===== config.mk =====
export PLATFORM = sky130hd
export DESIGN_NAME = moving_average_band_signal_top_flat
export DESIGN_NICKNAME = d
export VERILOG_FILES = /design/src/sv/mab_pkg.sv /design/src/sv/mab_in_if.sv /design/src/sv/mab_out_if.sv /design/src/sv/moving_average_band_signal_top.sv /design/src/flat_wrapper.sv
export SDC_FILE = /design/constraint.sdc
export NUM_CORES = 2
export LEC_CHECK = 0
export BUFFER_PORTS_ARGS = -buffer_cell sky130_fd_sc_hd__buf_2
export CAP_MARGIN = 40
export CORE_UTILIZATION = 55
export CTS_CLUSTER_DIAMETER = 80
export DETAILED_ROUTE_END_ITERATION = 10
export PLACE_DENSITY = 0.74
export SETUP_SLACK_MARGIN = 0.1
export SLEW_MARGIN = 10
export SYNTH_ARGS = -nofsm -noshare
export SYNTH_HDL_FRONTEND = slang
export SYNTH_SLANG_ARGS = --single-unit

===== constraint.sdc =====
create_clock -name clk -period 10.35 [get_ports clk]
set_input_delay 1.035 -clock clk [delete_from_list [all_inputs] [get_ports clk]]
set_output_delay 1.035 -clock clk [all_outputs]
set_load 0.01 [all_outputs]

===== src/sv/mab_pkg.sv =====
// ---------------------------------------------------------------------------
// mab_pkg
// types and constants shared by the band signal block and its interfaces
// ---------------------------------------------------------------------------
package mab_pkg;

  // payload widths
  localparam int unsigned PRICE_W  = 32;
  localparam int unsigned ACTION_W = 2;
  localparam int unsigned WEIGHT_W = 16;
  localparam int unsigned AVG_W    = 48;
  localparam int unsigned DAYS_W   = 7;
  localparam int unsigned BAND_W   = 16;
  localparam int unsigned ADDR_W   = 4;
  localparam int unsigned DATA_W   = 32;

  // average and reference carry 16 more fraction bits than the price
  localparam int unsigned AVG_SHIFT = 16;

  typedef logic [PRICE_W-1:0]  price_t;
  typedef logic [ACTION_W-1:0] action_t;
  typedef logic [WEIGHT_W-1:0] weight_t;
  typedef logic [PRICE_W-1:0]  level_t;
  typedef logic [AVG_W-1:0]    avg_t;
  typedef logic [DAYS_W-1:0]   days_t;
  typedef logic [BAND_W-1:0]   band_t;
  typedef logic [ADDR_W-1:0]   addr_t;
  typedef logic [DATA_W-1:0]   data_t;

  // action codes
  localparam action_t ACT_NONE = 2'd0;
  localparam action_t ACT_SELL = 2'd1;
  localparam action_t ACT_BUY  = 2'd2;

  // register indexes (word address)
  localparam logic [1:0] REG_WINDOW = 2'd0;
  localparam logic [1:0] REG_BUY    = 2'd1;
  localparam logic [1:0] REG_SELL   = 2'd2;

  // register reset values and window clamp
  localparam days_t DAYS_MIN   = 7'd20;
  localparam days_t DAYS_MAX   = 7'd120;
  localparam band_t BAND_RESET = 16'd655;

  // divider step counts
  localparam logic [5:0] AVG_DIV_STEPS = 6'd48;
  localparam logic [5:0] WT_DIV_STEPS  = 6'd16;

endpackage


===== src/sv/mab_in_if.sv =====
// ---------------------------------------------------------------------------
// mab_in_if
// input channel: one closing price per word
// ---------------------------------------------------------------------------
interface mab_in_if;
  logic            valid;
  logic            ready;
  mab_pkg::price_t price;

  modport source (output valid, output price, input ready);
  modport sink   (input valid, input price, output ready);
endinterface


===== src/sv/mab_out_if.sv =====
// ---------------------------------------------------------------------------
// mab_out_if
// result channel: action, buy weight and band level per word
// ---------------------------------------------------------------------------
interface mab_out_if;
  logic             valid;
  logic             ready;
  mab_pkg::action_t action;
  mab_pkg::weight_t buy_weight;
  mab_pkg::level_t  band_level;

  modport source (output valid, output action, output buy_weight, output band_level,
                  input ready);
  modport sink   (input valid, input action, input buy_weight, input band_level,
                  output ready);
endinterface


===== src/sv/moving_average_band_signal_top.sv =====
// ---------------------------------------------------------------------------
// moving_average_band_signal_top
// moving average with trailing max/min band crossover, one price series
// ---------------------------------------------------------------------------
//  port       dir   handshake          payload
//  in_chan    in    valid/ready        price (Q16.16, zero = no quote)
//  out_chan   out   valid/ready        action, buy_weight, band_level
//  apb        in    psel/penable       window_days, buy_band, sell_band
//
//  a zero price goes from accept straight to the band product, a nonzero
//  price first passes the shared 48x17 multiplier and the one-bit-per-cycle
//  restoring divider (48 steps for the average, 16 for the buy weight)
//  one word is in flight at a time; the input is ready again as soon as the
//  result sits in the output register, even while that result is stalled
//  reset (rst_n low, synchronous) restores the register defaults, sell mode
//  and a zero average, reference and warm-up count
// ---------------------------------------------------------------------------
module moving_average_band_signal_top (
  input  logic            clk,
  input  logic            rst_n,
  mab_in_if.sink          in_chan,
  mab_out_if.source       out_chan,
  input  logic            psel,
  input  logic            penable,
  input  logic            pwrite,
  input  mab_pkg::addr_t  paddr,
  input  mab_pkg::data_t  pwdata,
  output mab_pkg::data_t  prdata,
  output logic            pready
);
  import mab_pkg::*;

  typedef enum logic [8:0] {
    S_IDLE  = 9'b000000001,
    S_MAVG  = 9'b000000010,
    S_DSET  = 9'b000000100,
    S_DIV   = 9'b000001000,
    S_UPD   = 9'b000010000,
    S_MREF  = 9'b000100000,
    S_TEST  = 9'b001000000,
    S_MBAND = 9'b010000000,
    S_BAND  = 9'b100000000
  } state_t;

  state_t      state_r, state_nxt;

  // configuration
  days_t       window_r;
  band_t       buy_band_r;
  band_t       sell_band_r;

  // series state
  logic        selling_r;
  avg_t        average_r;
  days_t       warm_cnt_r;
  avg_t        ref_r;

  // per-word working registers
  price_t      price_r;
  logic        warm_r;
  logic [63:0] prod_r;
  action_t     act_r;
  weight_t     wt_r;

  // shared divider
  logic [48:0] rem_r;
  logic [47:0] quo_r;
  logic [48:0] dvs_r;
  logic [5:0]  div_cnt_r;
  logic        div_wt_r;

  // output register
  logic        out_valid_r;
  action_t     out_action_r;
  weight_t     out_weight_r;
  level_t      out_level_r;

  // apb write and read decode
  logic        cfg_wr;
  assign pready = 1'b1;
  assign cfg_wr = psel && penable && pwrite && pready;

  always_comb begin
    unique case (paddr[3:2])
      REG_WINDOW: prdata = {25'd0, window_r};
      REG_BUY:    prdata = {16'd0, buy_band_r};
      REG_SELL:   prdata = {16'd0, sell_band_r};
      default:    prdata = '0;
    endcase
  end

  // clamped window and its derived values
  days_t days_eff;
  days_t days_m1;
  always_comb begin
    if (window_r < DAYS_MIN) begin
      days_eff = DAYS_MIN;
    end else if (window_r > DAYS_MAX) begin
      days_eff = DAYS_MAX;
    end else begin
      days_eff = window_r;
    end
    days_m1 = days_eff - 7'd1;
  end

  // price in average format and with 32 more fraction bits
  avg_t        qa;
  logic [63:0] qx;
  assign qa = {price_r, 16'd0};
  assign qx = {price_r, 32'd0};

  // shared multiplier
  logic [47:0] mul_a;
  logic [16:0] mul_b;
  logic [64:0] mul_p;
  logic [16:0] band_fac;
  assign band_fac = selling_r ? (17'h10000 - {1'b0, sell_band_r}) : {1'b0, buy_band_r};

  always_comb begin
    if (state_r == S_MAVG) begin
      mul_a = average_r;
      mul_b = warm_r ? {10'd0, warm_cnt_r} : {10'd0, days_m1};
    end else begin
      mul_a = ref_r;
      mul_b = band_fac;
    end
    mul_p = {17'd0, mul_a} * {48'd0, mul_b};
  end

  // divider setup for the average update
  logic [55:0] num;
  assign num = prod_r[55:0] + {8'd0, qa};

  // one restoring divider step
  logic [49:0] div_sh;
  logic        div_ge;
  logic [48:0] rem_step;
  logic [47:0] quo_step;
  always_comb begin
    div_sh   = {rem_r, quo_r[47]};
    div_ge   = div_sh >= {1'b0, dvs_r};
    rem_step = div_ge ? 49'(div_sh - {1'b0, dvs_r}) : div_sh[48:0];
    quo_step = {quo_r[46:0], div_ge};
  end

  // trailing max/min of the new average
  avg_t ref_track;
  always_comb begin
    if (selling_r) begin
      ref_track = (quo_r > ref_r) ? quo_r : ref_r;
    end else begin
      ref_track = (quo_r < ref_r) ? quo_r : ref_r;
    end
  end

  // trigger tests on the registered product
  logic        sell_hit;
  logic        buy_hit;
  logic [48:0] lr;
  logic [48:0] wd;
  assign sell_hit = qx <= prod_r;
  assign buy_hit  = (prod_r <= qx) && ((qx - prod_r) >= {ref_r, 16'd0});
  assign lr       = {1'b0, ref_r} + {1'b0, prod_r[63:16]};
  assign wd       = {1'b0, qa} - lr;

  // band level from the registered product
  logic [48:0] lvl;
  level_t      band_val;
  always_comb begin
    lvl = {1'b0, ref_r} + {1'b0, prod_r[63:16]};
    if (selling_r) begin
      band_val = prod_r[63:32];
    end else if (lvl[48]) begin
      band_val = '1;
    end else begin
      band_val = lvl[47:16];
    end
  end

  logic in_acc;
  logic out_free;
  assign in_acc   = in_chan.valid && in_chan.ready;
  assign out_free = !out_valid_r || out_chan.ready;

  // sequencer
  always_comb begin
    state_nxt = state_r;
    unique case (state_r)
      S_IDLE: begin
        if (in_acc) begin
          state_nxt = (in_chan.price == '0) ? S_MBAND : S_MAVG;
        end
      end
      S_MAVG:  state_nxt = S_DSET;
      S_DSET:  state_nxt = S_DIV;
      S_DIV: begin
        if (div_cnt_r == 6'd1) begin
          state_nxt = div_wt_r ? S_MBAND : S_UPD;
        end
      end
      S_UPD:   state_nxt = warm_r ? S_MBAND : S_MREF;
      S_MREF:  state_nxt = S_TEST;
      S_TEST: begin
        if (!selling_r && buy_hit && lr != '0 && wd < lr) begin
          state_nxt = S_DIV;
        end else begin
          state_nxt = S_MBAND;
        end
      end
      S_MBAND: state_nxt = S_BAND;
      S_BAND: begin
        if (out_free) begin
          state_nxt = S_IDLE;
        end
      end
      default: state_nxt = S_IDLE;
    endcase
  end

  // control and series state
  always_ff @(posedge clk) begin
    if (!rst_n) begin
      state_r     <= S_IDLE;
      window_r    <= DAYS_MIN;
      buy_band_r  <= BAND_RESET;
      sell_band_r <= BAND_RESET;
      selling_r   <= 1'b1;
      average_r   <= '0;
      warm_cnt_r  <= '0;
      ref_r       <= '0;
      out_valid_r <= 1'b0;
      div_cnt_r   <= '0;
      div_wt_r    <= 1'b0;
    end else begin
      state_r <= state_nxt;

      // register writes
      if (cfg_wr) begin
        unique case (paddr[3:2])
          REG_WINDOW: window_r    <= pwdata[DAYS_W-1:0];
          REG_BUY:    buy_band_r  <= pwdata[BAND_W-1:0];
          REG_SELL:   sell_band_r <= pwdata[BAND_W-1:0];
          default:    ;
        endcase
      end

      // divider control
      if (state_r == S_DSET) begin
        div_cnt_r <= AVG_DIV_STEPS;
        div_wt_r  <= 1'b0;
      end else if (state_r == S_TEST) begin
        div_cnt_r <= WT_DIV_STEPS;
        div_wt_r  <= 1'b1;
      end else if (state_r == S_DIV) begin
        div_cnt_r <= div_cnt_r - 6'd1;
      end

      // average and warm-up update
      if (state_r == S_UPD) begin
        average_r <= quo_r;
        if (warm_r) begin
          warm_cnt_r <= warm_cnt_r + 7'd1;
          ref_r      <= quo_r;
        end else begin
          ref_r <= ref_track;
        end
      end

      // crossover: switch mode and restart the reference
      if (state_r == S_TEST) begin
        if (selling_r ? sell_hit : buy_hit) begin
          ref_r     <= average_r;
          selling_r <= !selling_r;
        end
      end

      // output register
      if (state_r == S_BAND && out_free) begin
        out_valid_r <= 1'b1;
      end else if (out_chan.ready) begin
        out_valid_r <= 1'b0;
      end
    end
  end

  // datapath registers
  always_ff @(posedge clk) begin
    if (in_acc) begin
      price_r <= in_chan.price;
      warm_r  <= warm_cnt_r < days_eff;
      act_r   <= ACT_NONE;
      wt_r    <= '0;
    end

    if (state_r == S_MAVG || state_r == S_MREF || state_r == S_MBAND) begin
      prod_r <= mul_p[63:0];
    end

    if (state_r == S_DSET) begin
      rem_r <= {41'd0, num[55:48]};
      quo_r <= num[47:0];
      dvs_r <= warm_r ? {42'd0, 7'(warm_cnt_r + 7'd1)} : {42'd0, days_eff};
    end else if (state_r == S_DIV) begin
      rem_r <= rem_step;
      quo_r <= quo_step;
      if (div_cnt_r == 6'd1 && div_wt_r) begin
        wt_r <= quo_step[WEIGHT_W-1:0];
      end
    end else if (state_r == S_TEST) begin
      rem_r <= wd;
      quo_r <= '0;
      dvs_r <= lr;
    end

    // action and the saturated weight cases
    if (state_r == S_TEST) begin
      if (selling_r) begin
        if (sell_hit) begin
          act_r <= ACT_SELL;
        end
      end else if (buy_hit) begin
        act_r <= ACT_BUY;
        if (lr == '0) begin
          wt_r <= (wd != '0) ? '1 : '0;
        end else if (wd >= lr) begin
          wt_r <= '1;
        end
      end
    end

    if (state_r == S_BAND && out_free) begin
      out_action_r <= act_r;
      out_weight_r <= wt_r;
      out_level_r  <= band_val;
    end
  end

  assign in_chan.ready       = state_r == S_IDLE;
  assign out_chan.valid      = out_valid_r;
  assign out_chan.action     = out_action_r;
  assign out_chan.buy_weight = out_weight_r;
  assign out_chan.band_level = out_level_r;

  // divider remainder stays below a nonzero divisor
  a_div_rem: assert property (@(posedge clk) disable iff (!rst_n)
    state_r == S_DIV |-> (rem_r < dvs_r) && (dvs_r != '0))
    else $error("divider remainder not below divisor");

  // warm-up count never passes the largest window
  a_warm_cnt: assert property (@(posedge clk) disable iff (!rst_n)
    warm_cnt_r <= DAYS_MAX)
    else $error("warm-up count beyond window");

  // a weight is only reported with a buy
  a_weight_buy: assert property (@(posedge clk) disable iff (!rst_n)
    out_valid_r && out_action_r != ACT_BUY |-> out_weight_r == '0)
    else $error("buy weight without buy");

  // a buy leaves the block in sell mode, a sell in buy mode
  a_mode_flip: assert property (@(posedge clk) disable iff (!rst_n)
    state_r == S_BAND && out_free |=>
      (out_action_r != ACT_BUY || selling_r) && (out_action_r != ACT_SELL || !selling_r))
    else $error("mode does not match reported action");

  // no word is taken while the sequencer is busy
  a_busy: assert property (@(posedge clk) disable iff (!rst_n)
    state_r != S_IDLE |-> !in_chan.ready)
    else $error("input ready while busy");

endmodule


===== src/flat_wrapper.sv =====
// flat-port wrapper written by rule: the top's interface ports become plain ports
module moving_average_band_signal_top_flat import mab_pkg::*;
  (clk, rst_n, psel, penable, pwrite, paddr, pwdata, prdata, pready, in_chan_valid, in_chan_price, in_chan_ready, out_chan_valid, out_chan_action, out_chan_buy_weight, out_chan_band_level, out_chan_ready);
  mab_in_if in_chan_i ();
  mab_out_if out_chan_i ();
  input  logic clk;
  input  logic rst_n;
  input  logic psel;
  input  logic penable;
  input  logic pwrite;
  input  mab_pkg::addr_t paddr;
  input  mab_pkg::data_t pwdata;
  output mab_pkg::data_t prdata;
  output logic pready;
  input wire logic [$bits(in_chan_i.valid)-1:0] in_chan_valid;
  input wire logic [$bits(in_chan_i.price)-1:0] in_chan_price;
  output wire logic [$bits(in_chan_i.ready)-1:0] in_chan_ready;
  output wire logic [$bits(out_chan_i.valid)-1:0] out_chan_valid;
  output wire logic [$bits(out_chan_i.action)-1:0] out_chan_action;
  output wire logic [$bits(out_chan_i.buy_weight)-1:0] out_chan_buy_weight;
  output wire logic [$bits(out_chan_i.band_level)-1:0] out_chan_band_level;
  input wire logic [$bits(out_chan_i.ready)-1:0] out_chan_ready;
  assign in_chan_i.valid = in_chan_valid;
  assign in_chan_i.price = in_chan_price;
  assign in_chan_ready = in_chan_i.ready;
  assign out_chan_valid = out_chan_i.valid;
  assign out_chan_action = out_chan_i.action;
  assign out_chan_buy_weight = out_chan_i.buy_weight;
  assign out_chan_band_level = out_chan_i.band_level;
  assign out_chan_i.ready = out_chan_ready;
  moving_average_band_signal_top u_core (.clk(clk), .rst_n(rst_n), .in_chan(in_chan_i), .out_chan(out_chan_i), .psel(psel), .penable(penable), .pwrite(pwrite), .paddr(paddr), .pwdata(pwdata), .prdata(prdata), .pready(pready));
endmodule

==> summary.md <==
The run finished with clean final reports. The tools report the register area share after synthesis as 20.25%. The library cell with the highest instance count after synthesis is nand2_1. The run gives 438.4 ps as the minimum hold slack. The tools report the data required time at the worst endpoint as 10,740 ps. TritonCTS built the clock tree. The congestion estimate from routability-driven global placement came to 0.9921. The average routed wire per standard cell is 22.35 um.

VDD sags by at most 0.0001053 V. The run gives 51 as the number of CTS-inserted buffers. Across the routed clock network, the largest skew measured is 27.45 ps. The worst setup path is captured at a flop. Across every metal layer, demand over resource in global routing totals 34.77%. The final layout contains routed wiring with a total length of 188.0 mm. The flip-flop cell with the highest count after synthesis was edfxtp_1. The filler cells instantiated in the layout total 9,178.

For the finished layout, the period the worst path requires is 9703 ps. Clock tree synthesis found a total of 471 sinks. Yosys mapped a number of flops with a built-in enable equal to 252.

Setup violations remaining at the end of the flow were counted as 0. The tools report the clock latency at the later pin of the worst-skew pair as 640 ps. The ratio of total power to cell area works out to 81.27 nW/um^2. For the worst setup slack after placement, the log shows 335.4 ps. CTS placed an instance of clkbuf_16 at the clock tree root. For the pin with the worst max-slew slack, the measured transition is 944.4 ps. Setup repair after global routing left no endpoint under its margin.

The run gives 10,100 ps as the arrival time of the worst setup path. Dividing the synthesized area by the synthesized cell count gives 8.561 um^2. After layout, the worst path uses 93.75% of the clock period.

Static timing analysis puts the maximum clock frequency at 103.1 MHz. The final route contains 50,900 vias. Headroom to the max-slew limit came out at 36.38%.

Ranked by instance count, the synthesized netlist is headed by 950 x nand2_1, 919 x inv_1, 691 x fa_1, 657 x nor2_1, 476 x ha_1. Adding up every negative setup slack in the final design gives 0 ps. The worst setup path is of the reg -> reg kind. The first-pass GRT wire length was 290.5 mm. Synthesis produced 6,896 cells. The share of synthesized flip-flops with an asynchronous set or reset is 0%.

STA classifies the critical path startpoint as a flop. Stage delay of the slowest cell on the critical path: 680 ps. The area growth from synthesis to layout is 7.923%. Summed over all instances, the cell type with the most area after synthesis is fa_1.

The analysis attributes to cell leakage a power of 27.69 nW. The count of buffers added on input and output ports is 124. The standard cell core area was 105,900 um^2.

The clock edge transition at the registers on the reported setup and hold paths came out at 70 ps. The floorplan step set the die height to 329.6 um. The number of antenna violations at the first check in global routing came out at 0. Entering global routing, the biggest net connects 97 pins. The run gives 119 as the number of cell rows. The tool flagged a number of max-cap violations equal to 0.

The standard cell with the maximum stage delay on the critical path is a21o_1. Along the worst path, the maximum fanout reaches 37. The die covers 108,600 um^2. In the final design database the tool counted 8,220 nets.

The number of global-route vias before repair is 50,710, and the initial DRC count is 4,870. The first TritonRoute pass finished after 8 iterations. From left edge to right edge, the die measures 329.6 um.

After synthesis, the largest area contributor takes up 23.43% of total cell area. The max-slew violation total from the final report is 0. The number of design rule violations left after detail routing is 0, and the maximum number of buffers from clock root to sink is 3. The tools report the yosys synthesis warning count as 0. Cells fill 60.18% of the core in the end. The worst hold path belongs to the class reg -> reg.

Once detail routing completed, the nets flagged for antenna violations numbered 0. The remaining global-route overflow was 0; the average via count per standard cell was 6.051. The count of H-tree levels built during CTS is 2.

The half-perimeter wire length after placement was 149.4 mm; the post-synthesis sequential element count was 471. For the final worst slack, the log shows 647.2 ps. In this design, the critical path's most frequently occurring cell is fa_1. Sorting the synthesized cells by area gives the leading types as fa_1 23%, edfxtp_1 13%, ha_1 10%.

The number of top-level pins came out at 160. The hold violation count in the final report was 0; the ratio of cells with drive above 1 in the final layout was 7.050%. In this run the register-to-register setup slack is 650 ps. The number of different library cells used by synthesis comes to 94.

The logs give 55.76% for the starting utilization of the core area and 59,030 um^2 for the post-synth design cell area.
-- per-layer routing --
metal	GRT usage, %	vias up	part of all wire (%)
met4	16.95	0	5.5
li1	-	23100	-
met3	6.143	437	9.8
met2	53.36	2525	44
met1	47.62	24840	41
met5	0	-	0
-- power by group --
group | internal, W | leakage [nW] | switching, W
Combinational | 0.000436 | 22.9 | 0.000789
Sequential | 0.00201 | 3.96 | 0.0000811
Clock | 0.00104 | 0.818 | 0.000824
-- critical path, delay by kind of cell, from the launching register on --
| family | cells | cell delay, ps |
|---|---|---|
| buffers and inverters | 8 | 1370 |
| xor gates and xnor gates | 1 | 140 |
| DFF | 1 | 350 |
| adders and majority gates | 7 | 3440 |
| and+or+nand+nor | 5 | 1080 |
| AOI/OAI and AO/OA | 14 | 3050 |
-- stage by stage --
| step | total power (W) | cell area (um^2) | std cells |
|---|---|---|---|
| 5_1_grt | 0.005357 | 63710 | 8412 |
| 3_3_place_gp | 0.003274 | 61740 | 8289 |
| 2_1_floorplan | 0.002908 | 59090 | 6911 |
| 6_report | 0.005178 | 63710 | 8413 |
| 3_5_place_dp | 0.003305 | 61920 | 8310 |
| 4_1_cts | 0.005149 | 63600 | 8406 |
-- flip-flops by register name (all words and copies together), names as in the netlist, 2 cells and up --
signal and cells:
u_core.warm_cnt_r 7, u_core.state_r 9, u_core.act_r 2, u_core.window_r 7
u_core.out_chan.buy_weight 16, u_core.sell_band_r 16, u_core.div_cnt_r 6, u_core.quo_r 48
u_core.prod_r 64, u_core.wt_r 16, u_core.out_chan.band_level 32, u_core.ref_r 48
u_core.dvs_r 49, u_core.out_chan.action 2, u_core.buy_band_r 16, u_core.average_r 48
u_core.rem_r 49, u_core.price_r 32
-- repair_timing --
action                     4_1_cts  5_1_grt
hold endpoints to repair         0        0
buffers inserted                 0        3
hold buffers                     0        0
gates resized for setup          0        7
setup endpoints to repair        0       11
-- cell usage in the layout (no fill, tap or decap), types with 54 or more instances in the layout --
| cell type | netlist | layout |
|---|---|---|
| a21boi_0 | 79 | 79 |
| a21o_1 | 168 | 168 |
| a21oi_1 | 372 | 366 |
| and2_1 | 57 | 56 |
| buf_2 | 6 | 127 |
| buf_4 | 17 | 184 |
| clkbuf_16 | 0 | 54 |
| dfxtp_1 | 219 | 218 |
| edfxtp_1 | 252 | 252 |
| fa_1 | 691 | 691 |
| ha_1 | 476 | 476 |
| inv_1 | 919 | 918 |
| mux2i_1 | 135 | 135 |
| nand2_1 | 950 | 949 |
| nand2b_1 | 60 | 60 |
| nand3_1 | 90 | 90 |
| nand4_1 | 73 | 73 |
| nor2_1 | 657 | 655 |
| nor2b_1 | 65 | 63 |
| nor3_1 | 89 | 88 |
| o21ai_0 | 319 | 316 |
| xnor2_1 | 167 | 167 |
| xor2_1 | 91 | 91 |
-- path summary, 6_finish.rpt --
check	from	end	cells past startpoint
setup reg to reg	u_core.state_r[8]	u_core.prod_r[61]	35
setup / recovery	u_core.state_r[8]	u_core.prod_r[61]	35
hold / removal	u_core.act_r[0]	u_core.out_chan.action[0]	0
hold reg to reg	u_core.act_r[0]	u_core.out_chan.action[0]	0
-- layout make-up --
| type | count | area, um^2 | area share, % |
|---|---|---|---|
| Tap cell | 1391 | 1740 | 2.732 |
| Antenna cell | 1 | 2.502 | 0.003928 |
| Clock inverter | 28 | 234.0 | 0.3672 |
| Inverter | 920 | 3453 | 5.420 |
| Sequential cell | 471 | 11950 | 18.76 |
| Multi-Input combinational cell | 5210 | 42660 | 66.95 |
| Timing Repair Buffer | 324 | 2227 | 3.496 |
| Clock buffer | 68 | 1444 | 2.266 |
-- kinds of logic (layout without fill, tap and decap cells) --
family	after synthesis	after routing	share of synthesized area, %
fa+ha+maj	1167	1167	33.52
compound gates	1386	1386	15.13
mux	141	141	2.403
other cells	2	18	0.01272
buf+inv	1230	1340	7.954
xor+xnor	263	263	3.965
simple gates	2236	2236	16.77
flops	471	471	20.25
(Power assumes the default switching activity.)
